$ cat src/rtl/adaptive_morse_timing_classifier_assert.svh
// ------------------------------------------------------------------------
// Assertion macros for the Morse timing classifier
// Clocked, reset-qualified implication forms used by the top level.
// ------------------------------------------------------------------------
`ifndef ADAPTIVE_MORSE_TIMING_CLASSIFIER_ASSERT_SVH
`define ADAPTIVE_MORSE_TIMING_CLASSIFIER_ASSERT_SVH

// Same-cycle implication, sampled on i_clk, off during reset
`define AMTC_ASSERT_NOW(lbl, ante, cons, msg) \
    lbl: assert property (@(posedge i_clk) disable iff (!i_rst_n) \
        (ante) |-> (cons)) else $error(msg);

// Next-cycle implication, sampled on i_clk, off during reset
`define AMTC_ASSERT_NEXT(lbl, ante, cons, msg) \
    lbl: assert property (@(posedge i_clk) disable iff (!i_rst_n) \
        (ante) |=> (cons)) else $error(msg);

`endif

$ cat src/rtl/amtc_pkg.sv
// ------------------------------------------------------------------------
// Morse timing classifier package
// Shared types, codes and constants for the classifier and its divider.
// ------------------------------------------------------------------------
`timescale 1ns / 1ps

package amtc_pkg;

    // Widths
    localparam int AVG_W = 23;
    localparam int DUR_W = 24;
    localparam int QUO_W = 21;
    localparam int ACC_W = 32;

    // Timing constants
    localparam logic [QUO_W-1:0] K_DIT_SCALE = 21'd1200000;
    localparam logic [DUR_W-1:0] K_MIN_DUR   = 24'd5000;
    localparam logic [DUR_W-1:0] K_MAX_DUR   = 24'd5000000;
    localparam logic [1:0]       K_WARMUP    = 2'd3;
    localparam logic [8:0]       K_ALPHA_ONE = 9'd256;
    localparam logic [7:0]       K_PCT       = 8'd100;

    // Configuration register indexes
    localparam logic [1:0] CFG_WPM   = 2'd0;
    localparam logic [1:0] CFG_TOL   = 2'd1;
    localparam logic [1:0] CFG_ALPHA = 2'd2;

    typedef enum logic [2:0] {
        EV_UNKNOWN = 3'd0,
        EV_DIT     = 3'd1,
        EV_DAH     = 3'd2,
        EV_INTRA   = 3'd3,
        EV_CHAR    = 3'd4,
        EV_WORD    = 3'd5
    } t_event;

    typedef enum logic [4:0] {
        ST_IDLE,
        ST_DISPATCH,
        ST_RST_DIV,
        ST_RST_WAIT,
        ST_RST_DAH,
        ST_MK_DIT3,
        ST_MK_BASE,
        ST_MK_THR,
        ST_MK_DUR,
        ST_MK_CMP,
        ST_MK_NEW,
        ST_MK_OLD,
        ST_MK_UPD,
        ST_SP_DIT2,
        ST_SP_DIT5,
        ST_SP_CMP,
        ST_SPEED,
        ST_SPD_WAIT,
        ST_OUT
    } t_state;

    // Divider request and response
    typedef struct packed {
        logic             start;
        logic [AVG_W-1:0] divisor;
    } t_div_req;

    typedef struct packed {
        logic             done;
        logic [QUO_W-1:0] quot;
    } t_div_rsp;

endpackage

$ cat src/rtl/amtc_div.sv
// ------------------------------------------------------------------------
// Serial divider
// Restoring shift-subtract divider, 1200000 by a 23-bit divisor,
// one quotient bit per cycle, done pulse after the last bit.
// ------------------------------------------------------------------------
`timescale 1ns / 1ps

module amtc_div
    import amtc_pkg::*;
(
    input  logic     i_clk,
    input  logic     i_rst_n,
    input  t_div_req i_req,
    output t_div_rsp o_rsp
);

    logic [AVG_W-1:0] r_rem;
    logic [QUO_W-1:0] r_quo;
    logic [AVG_W-1:0] r_dvs;
    logic [4:0]       r_cnt;
    logic             r_busy;
    logic             r_done;

    logic [AVG_W:0]   w_sh;
    logic [AVG_W:0]   w_diff;
    logic             w_ge;

    // Trial subtract of the shifted remainder
    assign w_sh   = {r_rem, r_quo[QUO_W-1]};
    assign w_ge   = (w_sh >= {1'b0, r_dvs});
    assign w_diff = w_sh - {1'b0, r_dvs};

    // Control: busy flag, bit counter, done pulse
    always_ff @(posedge i_clk) begin
        if (!i_rst_n) begin
            r_busy <= 1'b0;
            r_done <= 1'b0;
            r_cnt  <= '0;
        end else begin
            r_done <= 1'b0;
            if (i_req.start) begin
                r_busy <= 1'b1;
                r_cnt  <= 5'(QUO_W);
            end else if (r_busy) begin
                r_cnt <= r_cnt - 5'd1;
                if (r_cnt == 5'd1) begin
                    r_busy <= 1'b0;
                    r_done <= 1'b1;
                end
            end
        end
    end

    // Datapath: load operands, then shift one quotient bit in per cycle
    always_ff @(posedge i_clk) begin
        if (i_req.start) begin
            r_rem <= '0;
            r_quo <= K_DIT_SCALE;
            r_dvs <= i_req.divisor;
        end else if (r_busy) begin
            r_rem <= w_ge ? w_diff[AVG_W-1:0] : w_sh[AVG_W-1:0];
            r_quo <= {r_quo[QUO_W-2:0], w_ge};
        end
    end

    assign o_rsp.done = r_done;
    assign o_rsp.quot = r_quo;

endmodule

$ cat src/rtl/adaptive_morse_timing_classifier.sv
// ------------------------------------------------------------------------
// Adaptive Morse timing classifier
// Classifies keyed intervals as dit, dah or gap against running averages,
// tracks the averages by moving average and reports speed and warm-up.
// ------------------------------------------------------------------------
//  channel | direction | handshake                | payload
//  --------+-----------+--------------------------+-----------------------------
//  input   | in        | i_valid / o_stall        | req_type, interval_us, is_mark
//  result  | out       | o_valid / i_stall        | event_res, speed_wpm, calibrated
//  config  | in        | i_cfg_valid / o_cfg_ready| cfg_index, cfg_data
//
//  Each accepted word runs through the sequencer states for a mark, a space,
//  a restart or an out-of-range interval; the serial divider for the speed
//  (with its start and wait states) and the one shared 25x9 multiplier are
//  stepped by the sequencer. While warming up the speed division is skipped;
//  a restart never divides for speed. Synchronous active-low reset restores
//  averages, warm-up, configuration, state and the output valid flag.
//  o_stall is high while a word is in work; the next word can be taken in the
//  cycle after the result is loaded, and a stalled result waits in the output
//  register while the next word is taken.
// ------------------------------------------------------------------------
`timescale 1ns / 1ps

module adaptive_morse_timing_classifier
    import amtc_pkg::*;
(
    input  logic             i_clk,
    input  logic             i_rst_n,
    // input words
    input  logic             i_valid,
    output logic             o_stall,
    input  logic             i_req_type,
    input  logic [DUR_W-1:0] i_interval_us,
    input  logic             i_is_mark,
    // result words
    output logic             o_valid,
    input  logic             i_stall,
    output logic [2:0]       o_event_res,
    output logic [7:0]       o_speed_wpm,
    output logic             o_calibrated,
    // configuration writes
    input  logic             i_cfg_valid,
    output logic             o_cfg_ready,
    input  logic [1:0]       i_cfg_index,
    input  logic [8:0]       i_cfg_data
);

    t_state           r_state, n_state;
    logic             r_req, n_req;
    logic [DUR_W-1:0] r_dur, n_dur;
    logic             r_mark, n_mark;
    logic [ACC_W-1:0] r_t, n_t;
    logic [ACC_W-1:0] r_u, n_u;
    t_event           r_ev, n_ev;
    logic [7:0]       r_spd, n_spd;
    logic [AVG_W-1:0] r_dit, n_dit;
    logic [AVG_W-1:0] r_dah, n_dah;
    logic [1:0]       r_warm, n_warm;
    logic [6:0]       r_wpm, n_wpm;
    logic [6:0]       r_tol, n_tol;
    logic [8:0]       r_alpha, n_alpha;
    logic             r_out_valid, n_out_valid;
    t_event           r_out_ev, n_out_ev;
    logic [7:0]       r_out_spd, n_out_spd;
    logic             r_out_cal, n_out_cal;

    logic [24:0]      mul_a;
    logic [8:0]       mul_b;
    logic [33:0]      mul_p;
    logic [8:0]       w_alpha;
    logic [6:0]       w_wpm;
    logic [ACC_W:0]   w_sum;
    logic [AVG_W-1:0] w_new;
    logic             w_accept;
    logic             w_div_wait;
    logic             w_warm_step;
    logic             w_out_idle;

    t_div_req         div_req;
    t_div_rsp         div_rsp;

    // Shared speed and restart divider
    amtc_div u_div (
        .i_clk   (i_clk),
        .i_rst_n (i_rst_n),
        .i_req   (div_req),
        .o_rsp   (div_rsp)
    );

    // Shared multiplier
    assign mul_p = {9'b0, mul_a} * {25'b0, mul_b};

    // Saturated weight, clamped start speed, moving-average sum
    assign w_alpha  = (r_alpha > K_ALPHA_ONE) ? K_ALPHA_ONE : r_alpha;
    assign w_wpm    = (r_wpm == 7'd0) ? 7'd1 : r_wpm;
    assign w_sum    = {1'b0, r_t} + {1'b0, r_u};
    assign w_new    = w_sum[AVG_W+7:8];
    assign w_accept = i_valid && !o_stall;

    // Sequencer: next state, datapath updates, multiplier and divider control
    always_comb begin
        n_state     = r_state;
        n_req       = r_req;
        n_dur       = r_dur;
        n_mark      = r_mark;
        n_t         = r_t;
        n_u         = r_u;
        n_ev        = r_ev;
        n_spd       = r_spd;
        n_dit       = r_dit;
        n_dah       = r_dah;
        n_warm      = r_warm;
        n_wpm       = r_wpm;
        n_tol       = r_tol;
        n_alpha     = r_alpha;
        n_out_valid = r_out_valid;
        n_out_ev    = r_out_ev;
        n_out_spd   = r_out_spd;
        n_out_cal   = r_out_cal;
        mul_a       = '0;
        mul_b       = '0;
        div_req     = '0;

        // take configuration writes
        if (i_cfg_valid) begin
            unique case (i_cfg_index)
                CFG_WPM:   n_wpm   = i_cfg_data[6:0];
                CFG_TOL:   n_tol   = i_cfg_data[6:0];
                CFG_ALPHA: n_alpha = i_cfg_data;
                default:   ;
            endcase
        end

        // drop the result word once taken
        if (r_out_valid && !i_stall) begin
            n_out_valid = 1'b0;
        end

        unique case (r_state)
            ST_IDLE: begin
                if (w_accept) begin
                    n_req   = i_req_type;
                    n_dur   = i_interval_us;
                    n_mark  = i_is_mark;
                    n_state = ST_DISPATCH;
                end
            end
            ST_DISPATCH: begin
                if (r_req) begin
                    n_state = ST_RST_DIV;
                end else if (r_dur < K_MIN_DUR || r_dur > K_MAX_DUR) begin
                    n_ev    = EV_UNKNOWN;
                    n_state = ST_SPEED;
                end else if (r_mark) begin
                    n_state = ST_MK_DIT3;
                end else begin
                    n_state = ST_SP_DIT2;
                end
            end
            // restart: dit from start speed, dah three times that
            ST_RST_DIV: begin
                div_req.start   = 1'b1;
                div_req.divisor = {16'b0, w_wpm};
                n_state         = ST_RST_WAIT;
            end
            ST_RST_WAIT: begin
                if (div_rsp.done) begin
                    n_dit   = {2'b0, div_rsp.quot};
                    n_state = ST_RST_DAH;
                end
            end
            ST_RST_DAH: begin
                mul_a   = {2'b0, r_dit};
                mul_b   = 9'd3;
                n_dah   = mul_p[AVG_W-1:0];
                n_warm  = K_WARMUP;
                n_ev    = EV_UNKNOWN;
                n_state = ST_SPEED;
            end
            // mark: threshold base*(100+tol)/100, tested as 100*(dur+1) <= product
            ST_MK_DIT3: begin
                mul_a   = {2'b0, r_dit};
                mul_b   = 9'd3;
                n_t     = mul_p[ACC_W-1:0];
                n_state = ST_MK_BASE;
            end
            ST_MK_BASE: begin
                n_t     = 32'({r_t[25:0] + {3'b0, r_dah}} >> 2);
                n_state = ST_MK_THR;
            end
            ST_MK_THR: begin
                mul_a   = {2'b0, r_t[AVG_W-1:0]};
                mul_b   = {1'b0, 8'(K_PCT + {1'b0, r_tol})};
                n_t     = mul_p[ACC_W-1:0];
                n_state = ST_MK_DUR;
            end
            ST_MK_DUR: begin
                mul_a   = {1'b0, r_dur} + 25'd1;
                mul_b   = {1'b0, K_PCT};
                n_u     = mul_p[ACC_W-1:0];
                n_state = ST_MK_CMP;
            end
            ST_MK_CMP: begin
                n_ev    = (r_u <= r_t) ? EV_DIT : EV_DAH;
                n_state = ST_MK_NEW;
            end
            ST_MK_NEW: begin
                mul_a   = {1'b0, r_dur};
                mul_b   = w_alpha;
                n_t     = mul_p[ACC_W-1:0];
                n_state = ST_MK_OLD;
            end
            ST_MK_OLD: begin
                mul_a   = {2'b0, (r_ev == EV_DIT) ? r_dit : r_dah};
                mul_b   = K_ALPHA_ONE - w_alpha;
                n_u     = mul_p[ACC_W-1:0];
                n_state = ST_MK_UPD;
            end
            ST_MK_UPD: begin
                if (r_ev == EV_DIT) begin
                    n_dit = w_new;
                end else begin
                    n_dah = w_new;
                end
                if (r_warm != 2'd0) begin
                    n_warm = r_warm - 2'd1;
                end
                n_state = ST_SPEED;
            end
            // space: compare against two and five dits
            ST_SP_DIT2: begin
                mul_a   = {2'b0, r_dit};
                mul_b   = 9'd2;
                n_t     = mul_p[ACC_W-1:0];
                n_state = ST_SP_DIT5;
            end
            ST_SP_DIT5: begin
                mul_a   = {2'b0, r_dit};
                mul_b   = 9'd5;
                n_u     = mul_p[ACC_W-1:0];
                n_state = ST_SP_CMP;
            end
            ST_SP_CMP: begin
                if ({8'b0, r_dur} < r_t) begin
                    n_ev = EV_INTRA;
                end else if ({8'b0, r_dur} < r_u) begin
                    n_ev = EV_CHAR;
                end else begin
                    n_ev = EV_WORD;
                end
                n_state = ST_SPEED;
            end
            // speed from the updated state, zero while warming up or with a zero dit average
            ST_SPEED: begin
                if (r_warm == 2'd0 && r_dit != '0) begin
                    div_req.start   = 1'b1;
                    div_req.divisor = r_dit;
                    n_state         = ST_SPD_WAIT;
                end else begin
                    n_spd   = 8'd0;
                    n_state = ST_OUT;
                end
            end
            ST_SPD_WAIT: begin
                if (div_rsp.done) begin
                    n_spd   = (div_rsp.quot[QUO_W-1:8] != '0) ? 8'd255
                                                              : div_rsp.quot[7:0];
                    n_state = ST_OUT;
                end
            end
            // hand the word to the output register once it is free
            ST_OUT: begin
                if (!r_out_valid || !i_stall) begin
                    n_out_valid = 1'b1;
                    n_out_ev    = r_ev;
                    n_out_spd   = r_spd;
                    n_out_cal   = (r_warm == 2'd0);
                    n_state     = ST_IDLE;
                end
            end
            default: n_state = ST_IDLE;
        endcase
    end

    // State register
    always_ff @(posedge i_clk) begin
        if (!i_rst_n) begin
            r_state <= ST_IDLE;
        end else begin
            r_state <= n_state;
        end
    end

    // Control, calibration state and configuration registers
    always_ff @(posedge i_clk) begin
        if (!i_rst_n) begin
            r_dit       <= 23'd60000;
            r_dah       <= 23'd180000;
            r_warm      <= K_WARMUP;
            r_wpm       <= 7'd20;
            r_tol       <= 7'd25;
            r_alpha     <= 9'd77;
            r_out_valid <= 1'b0;
        end else begin
            r_dit       <= n_dit;
            r_dah       <= n_dah;
            r_warm      <= n_warm;
            r_wpm       <= n_wpm;
            r_tol       <= n_tol;
            r_alpha     <= n_alpha;
            r_out_valid <= n_out_valid;
        end
    end

    // Payload and scratch registers
    always_ff @(posedge i_clk) begin
        r_req     <= n_req;
        r_dur     <= n_dur;
        r_mark    <= n_mark;
        r_t       <= n_t;
        r_u       <= n_u;
        r_ev      <= n_ev;
        r_spd     <= n_spd;
        r_out_ev  <= n_out_ev;
        r_out_spd <= n_out_spd;
        r_out_cal <= n_out_cal;
    end

    assign o_stall      = (r_state != ST_IDLE);
    assign o_cfg_ready  = 1'b1;
    assign o_valid      = r_out_valid;
    assign o_event_res  = r_out_ev;
    assign o_speed_wpm  = r_out_spd;
    assign o_calibrated = r_out_cal;

    // Assertion terms
    assign w_div_wait  = (r_state == ST_RST_WAIT || r_state == ST_SPD_WAIT);
    assign w_warm_step = (r_state == ST_MK_UPD && r_warm != 2'd0);
    assign w_out_idle  = (r_state != ST_OUT && !o_valid);

`include "adaptive_morse_timing_classifier_assert.svh"

    `AMTC_ASSERT_NOW(a_div_done_waited, div_rsp.done, w_div_wait, "divider done outside a wait")
    `AMTC_ASSERT_NEXT(a_warm_step, w_warm_step, r_warm == $past(r_warm) - 2'd1, "no warm-up step")
    `AMTC_ASSERT_NEXT(a_out_from_seq, w_out_idle, !o_valid, "result raised outside output step")

endmodule
$ cat config.mk
export PLATFORM = sky130hd
export DESIGN_NAME = adaptive_morse_timing_classifier
export DESIGN_NICKNAME = d
export VERILOG_FILES = /design/src/rtl/amtc_pkg.sv /design/src/rtl/amtc_div.sv /design/src/rtl/adaptive_morse_timing_classifier.sv
export VERILOG_INCLUDE_DIRS = /design/src /design/src/rtl
export SDC_FILE = /design/constraint.sdc
export NUM_CORES = 1
export LEC_CHECK = 0
export BUFFER_PORTS_ARGS = -buffer_cell sky130_fd_sc_hd__buf_2
export CORE_ASPECT_RATIO = 0.9
export CORE_UTILIZATION = 52
export CTS_BUF_LIST = sky130_fd_sc_hd__clkbuf_4
export DETAILED_ROUTE_END_ITERATION = 12
export PLACE_DENSITY_LB_ADDON = 0.3
export SYNTH_ARGS = -nofsm -noshare
export SYNTH_HDL_FRONTEND = slang
export SYNTH_SLANG_ARGS = --single-unit
$ cat constraint.sdc
create_clock -name i_clk -period 12.9 [get_ports i_clk]
set_clock_uncertainty 0.1 [all_clocks]
set_input_delay 2.58 -clock i_clk [delete_from_list [all_inputs] [get_ports i_clk]]
set_output_delay 2.58 -clock i_clk [all_outputs]
set_load 0.1 [all_outputs]
# Word-level counts from Yosys, hierarchy flattened
# Index checks and enable logic that the tools add are counted.
[op_classes]
add_sub_neg = 8
mul = 1
n_div = 0
n_lt_le_gt_ge = 7
eq_ne = 32
shifts = 0
muxes = 44
bitwise_logic = 2
reduce_logical = 40
[ops]
columns = ["op", "n"]
rows = [
  ["case mux 25 bit (5 select lines)", 1],
  ["2-to-1 mux 23 bit", 5],
  ["case mux 23 bit (2 select lines)", 2],
  ["case mux 5 bit (17 select lines)", 1],
  ["< comparator 24 x 32 -> 1 bit", 2],
  ["case mux 32 bit (2 select lines)", 1],
  ["case mux 9 bit (7 select lines)", 1],
  ["case mux 24 bit (2 select lines)", 1],
  ["equality test 5 x 4 -> 1 bit, second input constant", 8],
  ["2-to-1 mux 5 bit", 8],
  ["less-or-equal comparator 32 bit", 1],
  ["multiplier 25 x 9 -> 32 bit", 1],
  ["adder 31 bit", 1],
  ["adder 26 x 23 -> 26 bit", 1],
  ["adder 24 x 1 -> 25 bit, second input constant", 1],
  ["greater-or-equal comparator 24 x 23 -> 1 bit", 1],
  ["> comparator 24 x 23 -> 1 bit, second input constant", 1],
  ["< comparator 24 x 13 -> 1 bit, second input constant", 1],
  ["2-to-1 mux 24 bit", 1],
  ["2-to-1 mux 8 bit", 3],
  ["nonzero test 23 bit", 1],
  ["subtractor 23 bit", 1],
  ["equality test 5 x 3 -> 1 bit, second input constant", 4],
  ["case mux 8 bit (2 select lines)", 1],
  ["other kinds (38)", 85],
]
[word_totals]
reg_bits = 264
latchBits = 0
ramBits = 0
romBits = 0
in_bits = 42
word_cells = 159
n_memories = 0

# Longest topological paths before layout
[logic_depth]
word_depth = 6
mapped_depth = 29
ltp_nobuf = 28

# Cells and area by module
# Synthesis repeated with hierarchy kept, for this count alone.
[unflattened]
cells_unflattened = 2780
area_unflattened_um2 = 24158.2
[modules_own_cells]
columns = ["mod", "n_inst", "cells_each", "area_per_inst_um2"]
rows = [
  ["adaptive_morse_timing_classifier", 1, 2346, 20091.8],
  ["amtc_div", 1, 434, 4066.4],
]

# Least setup slack after synthesis
# Ideal clock, no wire load.
[synth_timing]
kind = "reg2reg"
start = "register r_alpha[2]"
end = "register r_t[31] (data pin)"
setup_time_ps = 255
arrival_time_ps = 6403
required_ps = 12545
setup_slack_ps = 6143
path_stages_with_launch = 27
n_path_buf = 1
synth_period_minus_slack_ps = 6757
path_cell_list = "dfxtp_1 -> nor2_1 -> or4b_1 -> or3_1 -> o21ai_2 -> nor2_1 -> a311oi_1 -> nor2_1 -> a221oi_4 -> buf_4 -> nor2_1 -> fa_1 -> fa_1 -> fa_1 -> inv_1 -> fa_1 -> inv_1 -> ha_1 -> nand3_1 -> nor4b_1 -> o21bai_1 -> a31oi_1 -> o22ai_1 -> o21ai_0 -> a311oi_1 -> xor2_1 -> and2_1"
[synth_between]
elab_chain_cells = 6
[synth_rtl]
columns = ["element", "line_no", "rtl"]
rows = [
  ["start, declared", "adaptive_morse_timing_classifier.sv:61", "logic [8:0] r_alpha, n_alpha;"],
  ["start signal, assigned", "adaptive_morse_timing_classifier.sv:310", "r_alpha <= n_alpha;"],
  ["> comparator 9 bit", "adaptive_morse_timing_classifier.sv:94", "assign w_alpha = (r_alpha > K_ALPHA_ONE) ? K_ALPHA_ONE : r_alpha;"],
  ["2-to-1 mux 9 bit *", "adaptive_morse_timing_classifier.sv:94", ""],
  ["subtractor 9 bit", "adaptive_morse_timing_classifier.sv:215", "mul_b = K_ALPHA_ONE - w_alpha;"],
  ["case mux 9 bit (7 select lines) *", "adaptive_morse_timing_classifier.sv:139", "unique case (r_state)"],
  ["multiplier 25 x 9 -> 32 bit *", "adaptive_morse_timing_classifier.sv:91", "assign mul_p = {9'b0, mul_a} * {25'b0, mul_b};"],
  ["named net mul_p[31]", "adaptive_morse_timing_classifier.sv:69", "logic [33:0] mul_p;"],
  ["case mux 32 bit (2 select lines) *", "adaptive_morse_timing_classifier.sv:139", ""],
  ["end signal, assigned", "adaptive_morse_timing_classifier.sv:320", "r_t <= n_t;"],
  ["end, declared", "adaptive_morse_timing_classifier.sv:52", "logic [ACC_W-1:0] r_t, n_t;"],
]
# Mark *: on every way through the listed nets, which the timed path passes. The rest lies on a longest branch.
# A chain may end at the register's enable or synchronous reset.

# Worst setup path in the final report
[layout_timing]
start = "register r_state[3]"
end = "register r_t[31] (data pin)"
[layout_between]
elab_chain_cells = 5
elab_cells_between_ends = 16
[layout_rtl]
columns = ["element", "line_no", "rtl"]
rows = [
  ["start, declared", "adaptive_morse_timing_classifier.sv:48", "t_state r_state, n_state;"],
  ["start signal, assigned", "adaptive_morse_timing_classifier.sv:290", "r_state <= n_state;"],
  ["equality test 5 x 4 -> 1 bit or equality test 5 x 3 -> 1 bit (tied branches)", "adaptive_morse_timing_classifier.sv:139", ""],
  ["OR reduction 4 bit (no source line) or OR reduction 2 bit (tied branches)", "n/a", ""],
  ["case mux 25 bit (5 select lines) or case mux 9 bit (7 select lines) (tied branches)", "adaptive_morse_timing_classifier.sv:139", ""],
  ["multiplier 25 x 9 -> 32 bit *", "adaptive_morse_timing_classifier.sv:91", ""],
  ["named net mul_p[31]", "adaptive_morse_timing_classifier.sv:69", ""],
  ["case mux 32 bit (2 select lines) *", "adaptive_morse_timing_classifier.sv:139", ""],
]
# Marks and branches as above.

==> impl_metrics.ini <==
[status]
outcome = finished, final reports clean

[clock_tree]
cts.sinks = 264
cts.path.max_buffers = 3
clk_transition_reported_paths_ns = 0.07
cts_tree = yes
cts_resized = 0
cts-root-buf = clkbuf_4
post_cts_buffers = 0
clock_latency_ns = 0.86
htree_levels = 3
cts_hold_buffers = 0
cts_made_buffers = 74

[routing]
vias_per_cell = 5.93
wirelength_mm = 69.6
antenna_left = 0
routedWlPerCell_um = 20.4
drc = 0
drtPass1Iterations = 12
drtIter0Drc = 1849
dr_total_vias = 20200

[place]
io_buffers = 55
post-place-cells = 3266
place.gp.congestion = 1.00
dp_hpwl_mm = 54.6

[critical_path]
startpoint_type = register
rrSetupSlack_ns = 4.40
worstRegToRegCells = 23
cp_max_fo = 26
cp.arrival_ns = 8.94
crit_required_ns = 13.33
cp-end-kind = register
path_class = reg -> reg

[timing]
final.setup.tns_ns = 0
setup_viol = 0
rsz0062_at_grt = false
max_freq_ghz = 0.118
tightest_slew_ns = 1.20
min_period_ns = 8.50
relSlewSlack = 0.198
finalHoldViolCount = 0
finalCritPeriodShare = 0.659
final_max_slew_viol_count = 0

[min_path]
hold_depth = 0
hold_class = reg -> reg

[floorplanning]
start_util = 0.530
die_h_um = 204
dieArea_um2 = 46200
die_x_um = 226
num_io_pins = 57
core_area_um2 = 44500
rows = 73

[synth]
ys_seq_area_frac = 0.282
syn-instance-count = 2682
syn-cell-area_um2 = 23600
ys_seq_elements = 264
async_reset_ff_frac = 0
yosysWarnings = 0
synth_edf_count = 136
ys.flop_type = edfxtp_1
avgSynthCellArea_um2 = 8.79
synth_cell_types = 88

[grt]
grt_max_degree = 77
first_global_vias = 19900
antenna_found_initial = 6
gr-usage-all-layers = 0.309
grt_first_pass_wirelength_mm = 110
grt_overflow = 0

[finish]
drive_above_1_share = 0.0893
fin_nets = 3153
area_growth_pct = 8.12
fin_cells = 3403

[power]
powerDensity_nw_per_um2 = 129
leakage_nw = 11.4
ir_drop_uv = 124

[run]
maxCapViolations = 0
==> final timing paths <==
kind | from | end
setup / recovery | r_state[3] | r_t[31]
hold / removal | r_spd[5] | o_speed_wpm[5]
setup reg to reg | r_state[3] | r_t[31]
hold reg to reg | r_spd[5] | o_speed_wpm[5]
==> metal layers <==
metal / track usage / up-vias / part of all wire / wire length, um
met5: 0 / - / 0.00062 / 43
met4: 0.133 / 6 / 0.042 / 2890
met3: 0.0569 / 190 / 0.075 / 5190
met2: 0.500 / 823 / 0.46 / 32200
met1: 0.406 / 9756 / 0.42 / 29200
li1: - / 9408 / - / -
==> area by class of cell <==
cell class | count | area, um2
clock buffers | 107 | 803
flip-flops and latches | 264 | 6650
diodes | 3 | 7.51
repair buffers | 88 | 531
clock inverters | 26 | 181
inverters | 321 | 1200
well taps | 600 | 751
multi-input cells | 1994 | 15400
fillers | 4089 | 19000
==> power breakdown <==
part	switching (W)	internal, W	leakage [nW]
Combinational	0.000771	0.000461	8.57
Sequential	0.000179	0.00105	2.30
Clock	0.000389	0.000426	0.584
==> Yosys cell counts (45+ instances only) <==
cell type	instances	area [um2]
inv_1	320	1200
nor2_1	295	1110
nand2_1	228	856
ha_1	206	2580
a21oi_1	178	891
fa_1	162	3240
edfxtp_1	136	4080
dfxtp_1	128	2560
o21ai_0	119	596
clkbuf_1	86	323
xnor2_1	72	631
nand3_1	63	315
nand2b_1	51	319
mux2i_1	49	490
a21o_1	45	338
==> cells in the final DEF (no fill, tap or decap), types with 19 or more instances in the layout <==
cell	count
dfxtp_1	127
fa_1	162
xnor2_1	72
ha_1	206
and2_1	32
nand2_1	228
o21bai_1	19
clkbuf_4	107
buf_4	32
xor2_1	42
nor4_1	26
nor3_1	32
a21o_1	45
nor2b_1	33
nand3_1	63
inv_1	320
edfxtp_1	136
nor2_1	294
buf_2	55
o21ai_0	118
o211ai_1	34
nand4_1	25
and3_1	20
a21oi_1	175
nand2b_1	51
mux2i_1	49
==> kinds of logic (layout without fill, tap and decap cells) <==
kind of cell	Yosys count	count (layout)	synth area share
DFF	264	264	0.282
buffers and inverters	427	542	0.0693
adders and majority gates	368	368	0.247
other	2	8	0.000319
xor gates and xnor gates	114	114	0.0424
and+or+nand+nor	872	872	0.175
AOI/OAI and AO/OA	583	583	0.162
muxes	52	52	0.0222
==> flip-flops by register name (all words and copies together), names as in the netlist, 8 cells and up <==
| name | count |
|---|---|
| u_div.r_rem | 23 |
| r_dur | 24 |
| u_div.r_dvs | 23 |
| r_spd | 8 |
| r_alpha | 9 |
| r_dah | 23 |
| r_t | 32 |
| u_div.r_quo | 21 |
| r_u | 32 |
| r_dit | 23 |
| o_speed_wpm | 8 |
==> per-stage QoR <==
step	cell area, um2	total power (W)	setup WS (ns)	util	hold slack [ns]
final	25500	0.00328	4.40	0.573	0.321
after CTS	25500	0.00328	4.31	0.572	0.326
after floorplan	23600	0.00210	6.14	-	0.300
after global routing	25500	0.00349	3.91	0.573	0.338
after global placement	24500	0.00241	4.63	0.550	0.304
after detailed placement	24500	0.00245	4.39	0.550	0.305
==> critical path, cell delays in order, from the launching register on <==
cell and delay [ns]:
dfxtp_1 0.90, or3b_2 0.64, nor2_2 0.84, a222oi_1 0.29, and3_1 0.35, inv_1 0.15, nand2_1 0.09, fa_1 0.54
inv_1 0.06, fa_1 0.48, fa_1 0.50, inv_1 0.06, fa_1 0.53, inv_1 0.04, ha_1 0.35, nand3_1 0.13
nor4b_1 0.55, o21bai_1 0.18, a31oi_1 0.28, o22ai_1 0.20, o21ai_0 0.41, a311oi_1 0.18, xor2_1 0.18, and2_1 0.15
Power figures use the tool's default switching activity.
